## config.mk

```make
export PLATFORM = sky130hd
export DESIGN_NAME = wheel_speed_pulse_averager_top
export DESIGN_NICKNAME = d
export VERILOG_FILES = /design/src/hw/rtl/wspa_pkg.sv /design/src/hw/rtl/wheel_speed_pulse_averager_top.sv /design/src/hw/rtl/wspa_ram.sv
export SDC_FILE = /design/constraint.sdc
export NUM_CORES = 2
export LEC_CHECK = 0
export ABC_AREA = 1
export BUFFER_PORTS_ARGS = -buffer_cell sky130_fd_sc_hd__buf_4
export CAP_MARGIN = 20
export CORE_ASPECT_RATIO = 1.2
export CORE_MARGIN = 4
export CORE_UTILIZATION = 40
export CTS_CLUSTER_SIZE = 16
export DETAILED_ROUTE_END_ITERATION = 6
export SLEW_MARGIN = 0
export SYNTH_ARGS = -nofsm -noshare
export SYNTH_HDL_FRONTEND = slang
export SYNTH_SLANG_ARGS = --single-unit
```

## constraint.sdc

```tcl
create_clock -name clk -period 15.75 [get_ports clk]
set_input_delay 1.575 -clock clk [delete_from_list [all_inputs] [get_ports clk]]
set_output_delay 1.575 -clock clk [all_outputs]
set_load 0.1 [all_outputs]
```

## src/hw/rtl/wspa_pkg.sv

```systemverilog
`default_nettype none

package wspa_pkg;

  localparam int CFG_W       = 16;
  localparam int CFG_INDEX_W = 2;
  localparam int TIME_W      = 32;
  localparam int OUT_W       = 24;
  localparam int FILL_W      = 4;

  // 60000 rpm per (revolution per ms), scaled to Q8
  localparam logic [OUT_W-1:0] RPM_SCALE_Q8 = 24'd15360000;

  localparam logic [CFG_W-1:0] DEBOUNCE_RESET     = 16'd20;
  localparam logic [CFG_W-1:0] TIMEOUT_RESET      = 16'd2500;
  localparam logic [CFG_W-1:0] UPDATE_RESET       = 16'd300;
  localparam logic [CFG_W-1:0] SPEED_FACTOR_RESET = 16'd8042;

  typedef enum logic [CFG_INDEX_W-1:0] {
    REG_DEBOUNCE     = 2'd0,
    REG_TIMEOUT      = 2'd1,
    REG_UPDATE       = 2'd2,
    REG_SPEED_FACTOR = 2'd3
  } cfg_reg_t;

  typedef enum logic {
    CMD_PULSE  = 1'b0,
    CMD_UPDATE = 1'b1
  } command_t;

endpackage

`default_nettype wire

```

## src/hw/rtl/wheel_speed_pulse_averager_top.sv

```systemverilog
`default_nettype none

// Moving-average pulse tachometer. Items carry a command (hall pulse or update
// request) and a wrapping millisecond timestamp. Pulses build a window of the
// last WINDOW_DEPTH periods above the debounce threshold; an update request
// that comes at least update_period_ms after the last acting update returns one
// result: either a stop indication (no pulse within timeout_ms, averaging state
// cleared) or rpm = 60000*count/sum and speed = rpm*factor>>16, both Q8.
// One item is in work at a time. A pulse that enters the window goes on to drop
// the oldest period from the sum and add its own; an acting update that is a
// stop or finds an empty window goes straight to the output register, and
// otherwise first runs the bit-serial divider, which runs on the single shared
// add/subtract unit. A
// result held in the output register lets the next item in; an acting update
// waits there only while the previous result is still stalled. The window sits
// in a RAM whose entries carry valid bits, so reset and timeout clear it at once.
module wheel_speed_pulse_averager_top
  import wspa_pkg::*;
#(
  parameter int WINDOW_DEPTH = 8
) (
  input  wire logic                   clk,
  input  wire logic                   rst,
  input  wire logic                   cfg_write,
  input  wire logic [CFG_INDEX_W-1:0] cfg_index,
  input  wire logic [CFG_W-1:0]       cfg_data,
  input  wire logic                   item_valid,
  output      logic                   item_stall,
  input  wire logic                   command,
  input  wire logic [TIME_W-1:0]      timestamp_ms,
  output      logic                   result_valid,
  input  wire logic                   result_stall,
  output      logic [OUT_W-1:0]       rpm_q8,
  output      logic [OUT_W-1:0]       speed_q8,
  output      logic                   stopped,
  output      logic [FILL_W-1:0]      window_fill
);

  localparam int SLOT_W    = $clog2(WINDOW_DEPTH);
  localparam int COUNT_W   = $clog2(WINDOW_DEPTH + 1);
  localparam int SUM_W     = TIME_W + $clog2(WINDOW_DEPTH);
  localparam int ALU_W     = SUM_W + 1;
  localparam int NUM_W     = OUT_W + COUNT_W;
  localparam int DIV_CNT_W = $clog2(NUM_W);

  typedef enum logic [3:0] {
    S_IDLE,
    S_PULSE,
    S_SUB,
    S_ADD,
    S_ELAPSED,
    S_GAP,
    S_DIV,
    S_MUL,
    S_OUT
  } state_t;

  state_t state;

  logic [CFG_W-1:0] debounce_ms;
  logic [CFG_W-1:0] timeout_ms;
  logic [CFG_W-1:0] update_period_ms;
  logic [CFG_W-1:0] speed_factor_q16;

  logic                    cmd_r;
  logic [TIME_W-1:0]       time_r;
  logic [TIME_W-1:0]       period;
  logic [SUM_W-1:0]        window_sum;
  logic [SLOT_W-1:0]       write_slot;
  logic [COUNT_W-1:0]      sample_count;
  logic [WINDOW_DEPTH-1:0] slot_valid;
  logic [TIME_W-1:0]       last_pulse_time;
  logic                    reference_valid;
  logic [TIME_W-1:0]       last_update_time;
  logic [OUT_W-1:0]        held_rpm;
  logic [OUT_W-1:0]        held_speed;
  logic                    stop_flag;
  logic [NUM_W-1:0]        div_q;
  logic [SUM_W-1:0]        div_rem;
  logic [DIV_CNT_W-1:0]    div_cnt;

  // shared add/subtract unit
  logic [ALU_W-1:0] alu_a;
  logic [ALU_W-1:0] alu_b;
  logic             alu_add;
  logic [ALU_W:0]   alu_res;
  logic             alu_borrow;
  logic [TIME_W-1:0] alu_diff32;

  logic [TIME_W-1:0]          ram_rd_data;
  logic [TIME_W-1:0]          old_period;
  logic                       ram_wr_en;
  logic [NUM_W-1:0]           numerator;
  logic [NUM_W-1:0]           q_next;
  logic [OUT_W+CFG_W-1:0]     speed_prod;
  logic [COUNT_W+FILL_W-1:0]  fill_ext;

  always_ff @(posedge clk) begin
    if (rst) begin
      debounce_ms      <= DEBOUNCE_RESET;
      timeout_ms       <= TIMEOUT_RESET;
      update_period_ms <= UPDATE_RESET;
      speed_factor_q16 <= SPEED_FACTOR_RESET;
    end else if (cfg_write) begin
      unique case (cfg_reg_t'(cfg_index))
        REG_DEBOUNCE:     debounce_ms      <= cfg_data;
        REG_TIMEOUT:      timeout_ms       <= cfg_data;
        REG_UPDATE:       update_period_ms <= cfg_data;
        REG_SPEED_FACTOR: speed_factor_q16 <= cfg_data;
        default: ;
      endcase
    end
  end

  always_comb begin
    alu_a   = '0;
    alu_b   = '0;
    alu_add = 1'b0;
    unique case (state)
      S_PULSE, S_GAP: begin
        alu_a = ALU_W'(time_r);
        alu_b = ALU_W'(last_pulse_time);
      end
      S_SUB: begin
        alu_a = ALU_W'(window_sum);
        alu_b = ALU_W'(old_period);
      end
      S_ADD: begin
        alu_a   = ALU_W'(window_sum);
        alu_b   = ALU_W'(period);
        alu_add = 1'b1;
      end
      S_ELAPSED: begin
        alu_a = ALU_W'(time_r);
        alu_b = ALU_W'(last_update_time);
      end
      S_DIV: begin
        alu_a = {div_rem, div_q[NUM_W-1]};
        alu_b = ALU_W'(window_sum);
      end
      default: ;
    endcase
  end

  assign alu_res    = alu_add ? ({1'b0, alu_a} + {1'b0, alu_b})
                              : ({1'b0, alu_a} - {1'b0, alu_b});
  assign alu_borrow = alu_res[ALU_W];
  assign alu_diff32 = alu_res[TIME_W-1:0];

  assign old_period = slot_valid[write_slot] ? ram_rd_data : '0;
  assign ram_wr_en  = (state == S_ADD);
  assign numerator  = NUM_W'(RPM_SCALE_Q8) * NUM_W'(sample_count);
  assign q_next     = {div_q[NUM_W-2:0], ~alu_borrow};
  assign speed_prod = held_rpm * speed_factor_q16;
  assign fill_ext   = {{FILL_W{1'b0}}, sample_count};

  wspa_ram #(
    .WIDTH (TIME_W),
    .DEPTH (WINDOW_DEPTH)
  ) u_window (
    .clk     (clk),
    .wr_en   (ram_wr_en),
    .wr_addr (write_slot),
    .wr_data (period),
    .rd_addr (write_slot),
    .rd_data (ram_rd_data)
  );

  assign item_stall = (state != S_IDLE);

  always_ff @(posedge clk) begin
    if (rst) begin
      state            <= S_IDLE;
      window_sum       <= '0;
      write_slot       <= '0;
      sample_count     <= '0;
      slot_valid       <= '0;
      last_pulse_time  <= '0;
      reference_valid  <= 1'b0;
      last_update_time <= '0;
      held_rpm         <= '0;
      held_speed       <= '0;
      stop_flag        <= 1'b0;
      result_valid     <= 1'b0;
    end else begin
      // S_OUT reloads the output register itself
      if (result_valid && !result_stall && state != S_OUT) begin
        result_valid <= 1'b0;
      end
      unique case (state)
        S_IDLE: begin
          if (item_valid) begin
            cmd_r  <= command;
            time_r <= timestamp_ms;
            state  <= (command_t'(command) == CMD_PULSE) ? S_PULSE : S_ELAPSED;
          end
        end
        S_PULSE: begin
          period          <= alu_diff32;
          last_pulse_time <= time_r;
          reference_valid <= 1'b1;
          if (reference_valid && alu_diff32 > TIME_W'(debounce_ms)) begin
            state <= S_SUB;
          end else begin
            state <= S_IDLE;
          end
        end
        S_SUB: begin
          // drop the oldest period from the sum
          window_sum <= alu_res[SUM_W-1:0];
          state      <= S_ADD;
        end
        S_ADD: begin
          window_sum             <= alu_res[SUM_W-1:0];
          slot_valid[write_slot] <= 1'b1;
          write_slot <= (write_slot == SLOT_W'(WINDOW_DEPTH - 1)) ? '0 : write_slot + 1'b1;
          if (sample_count < COUNT_W'(WINDOW_DEPTH)) begin
            sample_count <= sample_count + 1'b1;
          end
          state <= S_IDLE;
        end
        S_ELAPSED: begin
          if (alu_diff32 < TIME_W'(update_period_ms)) begin
            state <= S_IDLE;
          end else begin
            last_update_time <= time_r;
            state            <= S_GAP;
          end
        end
        S_GAP: begin
          if (reference_valid && alu_diff32 > TIME_W'(timeout_ms)) begin
            // wheel stopped: clear the averaging state, keep the write slot
            slot_valid      <= '0;
            window_sum      <= '0;
            sample_count    <= '0;
            reference_valid <= 1'b0;
            last_pulse_time <= '0;
            held_rpm        <= '0;
            held_speed      <= '0;
            stop_flag       <= 1'b1;
            state           <= S_OUT;
          end else if (sample_count == '0) begin
            stop_flag <= 1'b0;
            state     <= S_OUT;
          end else if (window_sum == '0) begin
            stop_flag <= 1'b0;
            held_rpm  <= RPM_SCALE_Q8;
            state     <= S_MUL;
          end else begin
            stop_flag <= 1'b0;
            div_q     <= numerator;
            div_rem   <= '0;
            div_cnt   <= DIV_CNT_W'(NUM_W - 1);
            state     <= S_DIV;
          end
        end
        S_DIV: begin
          div_q   <= q_next;
          div_rem <= alu_borrow ? alu_a[SUM_W-1:0] : alu_res[SUM_W-1:0];
          div_cnt <= div_cnt - 1'b1;
          if (div_cnt == '0) begin
            // saturate to the output width
            held_rpm <= (|q_next[NUM_W-1:OUT_W]) ? {OUT_W{1'b1}} : q_next[OUT_W-1:0];
            state    <= S_MUL;
          end
        end
        S_MUL: begin
          held_speed <= speed_prod[OUT_W+CFG_W-1:CFG_W];
          state      <= S_OUT;
        end
        S_OUT: begin
          // hold until the output register is free
          if (!result_valid || !result_stall) begin
            rpm_q8       <= held_rpm;
            speed_q8     <= held_speed;
            stopped      <= stop_flag;
            window_fill  <= fill_ext[FILL_W-1:0];
            result_valid <= 1'b1;
            state        <= S_IDLE;
          end
        end
        default: state <= S_IDLE;
      endcase
    end
  end

  a_count_bound: assert property (@(posedge clk) disable iff (rst)
    sample_count <= COUNT_W'(WINDOW_DEPTH))
    else $error("window count beyond depth");

  a_empty_sum: assert property (@(posedge clk) disable iff (rst)
    sample_count == '0 |-> window_sum == '0)
    else $error("empty window with nonzero sum");

  a_div_rem: assert property (@(posedge clk) disable iff (rst)
    state == S_DIV |-> div_rem < window_sum)
    else $error("divider remainder not below divisor");

  a_stop_zero: assert property (@(posedge clk) disable iff (rst)
    result_valid && stopped |-> rpm_q8 == '0 && speed_q8 == '0 && window_fill == '0)
    else $error("stop result carries nonzero values");

  a_pulse_no_result: assert property (@(posedge clk) disable iff (rst)
    state == S_ADD |-> command_t'(cmd_r) == CMD_PULSE)
    else $error("window written by an update item");

endmodule

`default_nettype wire

```

## src/hw/rtl/wspa_ram.sv

```systemverilog
`default_nettype none

module wspa_ram #(
  parameter int WIDTH = 32,
  parameter int DEPTH = 8
) (
  input  wire logic                     clk,
  input  wire logic                     wr_en,
  input  wire logic [$clog2(DEPTH)-1:0] wr_addr,
  input  wire logic [WIDTH-1:0]         wr_data,
  input  wire logic [$clog2(DEPTH)-1:0] rd_addr,
  output      logic [WIDTH-1:0]         rd_data
);

  logic [WIDTH-1:0] mem [DEPTH];

  always_ff @(posedge clk) begin
    if (wr_en) begin
      mem[wr_addr] <= wr_data;
    end
    rd_data <= mem[rd_addr];
  end

endmodule

`default_nettype wire

```

# Word level (Yosys, flattened, before mapping)

Memories as Yosys holds them, arrays and structs flattened. A register that Yosys moved wholly into a read port is not among the register bits.
Index checks and enable logic that the tools add are counted.

Flip-flop bits (word level): 418
RAM bits: 256
Bits of input ports: 56
Output and inout bits: 55
Logic and storage cells: 162
Memories: 1

$add $sub $neg: 5
$mul: 2
Order comparisons: 6
Equality and inequality tests: 23
Mux-type cells: 57
Bitwise gates (word level): 4
Reductions and logical operators: 39

Memory list:

| memory       | depth | width | read ports | clocked after memory_dff | write ports | RTL line       | source |
|---|---|---|---|---|---|---|---|
| u_window.mem | 8     | 32    | 1          | 1                        | 1           | wspa_ram.sv:15 | `logic [WIDTH-1:0] mem [DEPTH];` |

Operator list:

| kind                                                                  | count |
|---|---|
| 35-bit 2-to-1 mux                                                     | 5 |
| 35-bit case mux with 5 select lines                                   | 1 |
| 24-bit 2-to-1 mux                                                     | 6 |
| 35-bit case mux with 2 select lines                                   | 2 |
| 36-bit case mux with 3 select lines                                   | 1 |
| 24-bit case mux with 2 select lines                                   | 2 |
| 28-bit 2-to-1 mux                                                     | 3 |
| 32-bit by 16-bit greater-than comparator with 1-bit output            | 2 |
| 32-bit 2-to-1 mux                                                     | 2 |
| 32-bit case mux with 2 select lines                                   | 1 |
| 28-bit case mux with 2 select lines                                   | 1 |
| 24-bit by 16-bit multiplier with 40-bit output                        | 1 |
| 36-bit by 36-bit adder with 37-bit output                             | 1 |
| 37-bit 2-to-1 mux                                                     | 1 |
| 36-bit by 36-bit subtractor with 37-bit output                        | 1 |
| 35-bit zero test                                                      | 1 |
| 32-bit by 16-bit < comparator with 1-bit output                       | 1 |
| 4-bit case mux with 8 select lines                                    | 1 |
| 4-bit 2-to-1 mux                                                      | 7 |
| 2-bit AND reduction                                                   | 10 |
| 4-bit by 3-bit equality test with 1-bit output, second input constant | 4 |
| 8-bit case mux with 2 select lines                                    | 1 |
| 11-bit by 4-bit multiplier with 15-bit output, first input constant   | 1 |
| 5-bit 2-to-1 mux                                                      | 3 |
| 41 further kinds                                                      | 77 |

# Logic depth before layout (Yosys ltp)

Word-level depth: 10
Gate-level depth with buffers: 45
Depth with buffers taken out: 42

# Hierarchy

From an unflattened synthesis, not the netlist that was laid out.

Cell total of the unflattened synthesis: 5690
Area total of the unflattened synthesis: 46811.1 sq um

By module, submodules not included:

| module                         | instances | cells each | area an instance (sq um) | seq. area each (sq um) |
|---|---|---|---|---|
| wheel_speed_pulse_averager_top | 1         | 4534       | 34938.5                  | 10219.8 |
| wspa_ram                       | 1         | 1156       | 11872.6                  | 8328.0 |

# Worst setup path before layout

OpenSTA, ideal clock, no wires.

Kind: reg2reg
From: register write_slot[1]
To: register div_cnt[0], enable pin
Setup time: 517 ps
Data arrival time: 7977 ps
Required time: 15233 ps
Slack: 7256 ps
Stages on the path, launching flop included: 39
Path buffers: 3
Clock period less this slack: 8494 ps
Cells stage by stage: dfxtp_1 buf_6 inv_1 buf_2 nand2_1 nand2_1 nand2_2 nand2_4 buf_6 nand3_1 nor3b_2 ha_1 nand3_1 nor2_2 nand3_1 nor2_2 inv_1 o21ai_0 (+3 left out) nor2_1 and3_1 nand2_1 nand2_1 xor2_1 ha_1 nand2_1 inv_1 nand3_1 inv_1 nand4_1 nor3_1 nand4_1 o21ai_0 nand3_2 nand2_1 nand3_1 a21oi_1

Word-level cells in the longest chain between the ends: 10
Elaborated cells between the ends (all ways): 11
Those cells by class: 2 x add/sub; 1 x order compare; 1 x eq/ne; 5 x mux; 2 x reduce/logical

RTL lines:

| element                                                                                                     | RTL line                                                                     | source |
|---|---|---|
| start: declaration                                                                                          | wheel_speed_pulse_averager_top.sv:69                                         | `logic [SLOT_W-1:0] write_slot;` |
| start signal: assignment                                                                                    | wheel_speed_pulse_averager_top.sv:216                                        | `write_slot <= (write_slot == SLOT_W'(WINDOW_DEPTH - 1)) ? '0 : write_slot + 1'b1;` |
| 1-bit binary-select mux with 3-bit select (*)                                                               | wheel_speed_pulse_averager_top.sv:150                                        | `assign old_period = slot_valid[write_slot] ? ram_rd_data : '0;` |
| 1-bit 2-to-1 mux (implied by the code) (*)                                                                  | wheel_speed_pulse_averager_top.sv:150                                        |  |
| 32-bit 2-to-1 mux (*)                                                                                       | wheel_speed_pulse_averager_top.sv:150                                        |  |
| 35-bit case mux with 5 select lines (*)                                                                     | wheel_speed_pulse_averager_top.sv:119                                        | `unique case (state)` |
| 36-bit by 36-bit subtractor with 37-bit output or 36-bit by 36-bit adder with 37-bit output (tied branches) | wheel_speed_pulse_averager_top.sv:146, wheel_speed_pulse_averager_top.sv:145 |  |
| 37-bit 2-to-1 mux (*)                                                                                       | wheel_speed_pulse_averager_top.sv:145                                        | `assign alu_res = alu_add ? ({1'b0, alu_a} + {1'b0, alu_b})` |
| via alu_res[15]                                                                                             | wheel_speed_pulse_averager_top.sv:86                                         | `logic [ALU_W:0] alu_res;` |
| 32-bit by 16-bit greater-than comparator with 1-bit output (*)                                              | wheel_speed_pulse_averager_top.sv:231                                        | `if (reference_valid && alu_diff32 > TIME_W'(timeout_ms)) begin` |
| 1-bit logical AND (*)                                                                                       | wheel_speed_pulse_averager_top.sv:231                                        |  |
| 2-bit inequality test (no line) (*)                                                                         | -                                                                            |  |
| 5-bit AND reduction (no line) (*)                                                                           | -                                                                            |  |
| end signal: assignment                                                                                      | wheel_speed_pulse_averager_top.sv:253                                        | `div_cnt <= DIV_CNT_W'(NUM_W - 1);` |
| end signal: assignment                                                                                      | wheel_speed_pulse_averager_top.sv:260                                        | `div_cnt <= div_cnt - 1'b1;` |
| end: declaration                                                                                            | wheel_speed_pulse_averager_top.sv:80                                         | `logic [DIV_CNT_W-1:0] div_cnt;` |

Mark *: on every way through the listed nets, which the timed path passes. The rest lies on a longest branch. The select of a mux whose other input is x is not followed.
A chain may end at the register's enable or synchronous reset.

# Worst setup path after layout

From: register state[3]
To: register div_rem[27], enable pin

Word-level cells in the longest chain between the ends: 9
Elaborated cells between the ends (all ways): 22
Those cells by class: 2 x add/sub; 1 x order compare; 9 x eq/ne; 4 x mux; 6 x reduce/logical

RTL lines:

| element                                                                                                     | RTL line                                                                     | source |
|---|---|---|
| start: declaration                                                                                          | wheel_speed_pulse_averager_top.sv:58                                         | `state_t state;` |
| start signal: assignment                                                                                    | wheel_speed_pulse_averager_top.sv:195                                        | `state <= (command_t'(command) == CMD_PULSE) ? S_PULSE : S_ELAPSED;` |
| 4-bit by 3-bit equality test with 1-bit output (tied with other cells)                                      | wheel_speed_pulse_averager_top.sv:119                                        |  |
| 3-bit OR reduction (no line) or 2-bit OR reduction (tied branches)                                          | -                                                                            |  |
| 36-bit case mux with 3 select lines or 35-bit case mux with 5 select lines (tied branches)                  | wheel_speed_pulse_averager_top.sv:119                                        |  |
| 36-bit by 36-bit subtractor with 37-bit output or 36-bit by 36-bit adder with 37-bit output (tied branches) | wheel_speed_pulse_averager_top.sv:146, wheel_speed_pulse_averager_top.sv:145 |  |
| 37-bit 2-to-1 mux (*)                                                                                       | wheel_speed_pulse_averager_top.sv:145                                        |  |
| via alu_res[15]                                                                                             | wheel_speed_pulse_averager_top.sv:86                                         |  |
| 32-bit by 16-bit greater-than comparator with 1-bit output (*)                                              | wheel_speed_pulse_averager_top.sv:231                                        |  |
| 1-bit logical AND (*)                                                                                       | wheel_speed_pulse_averager_top.sv:231                                        |  |
| 2-bit inequality test (no line) (*)                                                                         | -                                                                            |  |
| 5-bit AND reduction (no line) (*)                                                                           | -                                                                            |  |
| end signal: assignment                                                                                      | wheel_speed_pulse_averager_top.sv:259                                        | `div_rem <= alu_borrow ? alu_a[SUM_W-1:0] : alu_res[SUM_W-1:0];` |
| end: declaration                                                                                            | wheel_speed_pulse_averager_top.sv:79                                         | `logic [SUM_W-1:0] div_rem;` |

Mark *: on every way through the listed nets, which the timed path passes. The rest lies on a longest branch.

==> results.sh <==
export IMPL_pwr_density_cell_mw_per_mm2=110.0
export IMPL_initial_core_util_pct=40.42
export IMPL_rows=133
export IMPL_root_buffer="clkbuf_16"
export IMPL_ant_nets=0
export IMPL_outcome="finished, final reports clean"
export IMPL_ir_drop_v=0.00007957
export IMPL_grt_ovfl_total=0
export IMPL_cts_htree_levels=3
export IMPL_switching_share_pct=35.36
export IMPL_syn_inst=5064
export IMPL_max_freq_mhz=115.6
export IMPL_cts_tree="done"
export IMPL_drive_above_1_share_pct=6.954
export IMPL_power_switching_mw=1.917
export IMPL_seq_area_mm2=0.01855
export IMPL_critPathMostFrequentCell="nand2_1"
export IMPL_cp_start_kind="flop"
export IMPL_p_leak_nw=22.51
export IMPL_dr_pass1_iters=6
export IMPL_met1_usage_pct=30.86
export IMPL_top_usage_layer="met2"
export IMPL_mostFrequentLayoutCells="nand2_1, inv_1, edfxtp_1"
export IMPL_syn2layout_area_growth_pct=10.80
export IMPL_final_common_cell="nand2_1"
export IMPL_final_max_slew_viol_count=0
export IMPL_synth_cell_types=55
export IMPL_placed_cell_area_mm2=0.04677
export IMPL_p_clk_share_pct=32.4
export IMPL_grt_pass1_wl_um=200800
export IMPL_postSynth_asyncResetShare_pct=0
export IMPL_drt_iter0_markers=2989
export IMPL_vias=34490
export IMPL_avgSynthCellArea_um2=8.780
export IMPL_syn_nets=5649
export IMPL_p_int_mw=3.504
export IMPL_ios=111
export IMPL_ys_warn_count=0
export IMPL_wl_per_cell_um=19.58
export IMPL_clock_sinks=706
export IMPL_cts_buffer_depth=3
export IMPL_pwr_share_seq_pct=38.7
export IMPL_min_period_ps=8647
export IMPL_nFillCells=10750
export IMPL_clkLatencyLatePin_ps=680
export IMPL_postCtsHoldBufs=0
export IMPL_rsz0062_at_grt="false"
export IMPL_core_area_mm2=0.1100
export IMPL_cts_setup_buffers=0
export IMPL_grt_pass1_vias=34100
export IMPL_synthesis_area_mm2=0.04446
export IMPL_synth_seq_cells=706
export IMPL_nets=5672
export IMPL_grt_met2_usage_pct=36.58
export IMPL_path_class="reg2reg"
export IMPL_hold_class="reg2reg"
export IMPL_postLayoutCoreUtil_pct=44.79
export IMPL_vias_per_cell=5.199
export IMPL_routabilityCongestion=0.9430
export IMPL_tightest_slew_ps=1102
export IMPL_grtUsageTotal_pct=22.06
export IMPL_die_x_um=312.4
export IMPL_setup_violations_final=0
export IMPL_fin_crit_sh_pct=54.90
export IMPL_cap_violations=0
export IMPL_hpwl_um=90490
export IMPL_synth_seq_area_share_pct=41.72
export IMPL_die_area_mm2=0.1166
export IMPL_slowest_stage="o21ai_0"
export IMPL_max_slew_margin_pct=26.42
export IMPL_fin_setup_tns_ps=0
export IMPL_final_area_mm2=0.04926
export IMPL_synth_main_ff_cell="edfxtp_1"
export IMPL_clk_pin_slew_ps=70
export IMPL_drc=0
export IMPL_cp_max_fo=49
export IMPL_skew_ps=67.66
export IMPL_pwr_share_comb_pct=28.9
export IMPL_multi_input_area_mm2=0.02176
export IMPL_cts_resized=0
export IMPL_fp_dieH_um=373.2
export IMPL_diodes=0
export IMPL_grtUsageMet3_pct=2.607
export IMPL_cp_arrival_ps=8930
export IMPL_grt_max_degree=80
export IMPL_finalHoldViolations=0
export IMPL_numCtsBuffers=74
export IMPL_max_stage_delay_ps=600
export IMPL_totalWireLength_um=129900
export IMPL_crit_required_ps=16030
export IMPL_synth_edf_count=441
export IMPL_numPortBuffers=110
export IMPL_end_kind="flop"
export IMPL_antenna_found_initial=2
## through the flow
step | hold slack [ps] | instances | power (mW) | setup slack, ps
after floorplan | 403.0 | 5064 | 3.202 | 7256
after global placement | 416.5 | 6492 | 3.665 | 6966
after detailed placement | 415.0 | 6493 | 3.680 | 6678
after CTS | 422.4 | 6630 | 5.443 | 6626
after global routing | 427.8 | 6633 | 5.716 | 6617
final | 425.7 | 6633 | 5.420 | 7103
## logic make-up after synthesis
| logic type | after synthesis | share of synthesized area (%) |
|---|---|---|
| and+or+nand+nor | 1916 | 17.55 |
| buffers and inverters | 1101 | 9.638 |
| AOI/OAI and AO/OA | 752 | 9.796 |
| DFF | 706 | 41.72 |
| adders and majority gates | 529 | 20.12 |
| xor gates and xnor gates | 60 | 1.182 |
## synthesized netlist by cell type (35+ instances only)
cell type,n,area (um^2)
a21oi_1,298,1491
a221oi_1,35,306.5
a22oi_1,54,405.4
clkbuf_1,180,675.7
dfxtp_1,265,5305
edfxtp_1,441,13240
fa_1,310,6206
ha_1,219,2740
inv_1,855,3209
nand2_1,1274,4782
nand3_1,167,835.8
nand4_1,48,300.3
nor2_1,330,1239
o211ai_1,41,307.8
o21ai_0,230,1151
xor2_1,41,359.1
## layout make-up
class | count | share of cell area [%]
Inverter | 867 | 6.614
Multi-Input combinational cell | 3257 | 44.18
Tap cell | 1485 | 3.772
Timing Repair Buffer | 181 | 2.840
Sequential cell | 706 | 37.65
Clock buffer | 103 | 4.102
Clock inverter | 34 | 0.8432
## path summary, 6_finish.rpt
kind	to	slack, ps	cells after the start	from
worst max register to register	div_rem[27]	7100	36	state[3]
worst min register to register	speed_q8[20]	430	0	held_speed[20]
worst min-delay path	speed_q8[20]	430	0	held_speed[20]
worst max-delay path	div_rem[27]	7100	36	state[3]
## metal layers
| metal | wire, um | vias to the layer above | part of all wire, % |
|---|---|---|---|
| li1 | - | 16280 | - |
| met1 | 57440 | 16930 | 44 |
| met2 | 61110 | 1120 | 47 |
| met3 | 8576 | 159 | 6.6 |
| met4 | 2761 | 0 | 2.1 |
| met5 | 0 | - | 0 |
## power groups by stage
stage               clock network [mW]  logic, mW  registers [mW]
global route                      1.87       1.75            2.10
finish                            1.76       1.57            2.10
CTS                               1.79       1.56            2.10
detailed placement                   0       1.54            2.14
floorplan                            0       1.10            2.11
global placement                     0       1.53            2.13
## flip-flops by register name, summed over array words and instances, names as in the netlist, 24 cells and up
signal            flops
last_update_time     32
held_rpm             24
div_rem              35
u_window.rd_data     32
speed_q8             24
window_sum           35
time_r               32
period               32
last_pulse_time      32
u_window.mem        256
held_speed           24
div_q                28
rpm_q8               24
## critical path: cells and delay by family, from the launching register on
kind | cells | cell delay (ps)
simple gates | 21 | 3220
flops | 1 | 400
fa+ha+maj | 3 | 860
compound gates | 4 | 1210
buf+inv | 6 | 1860
xor+xnor | 2 | 670
Power figures use the tool's default switching activity.
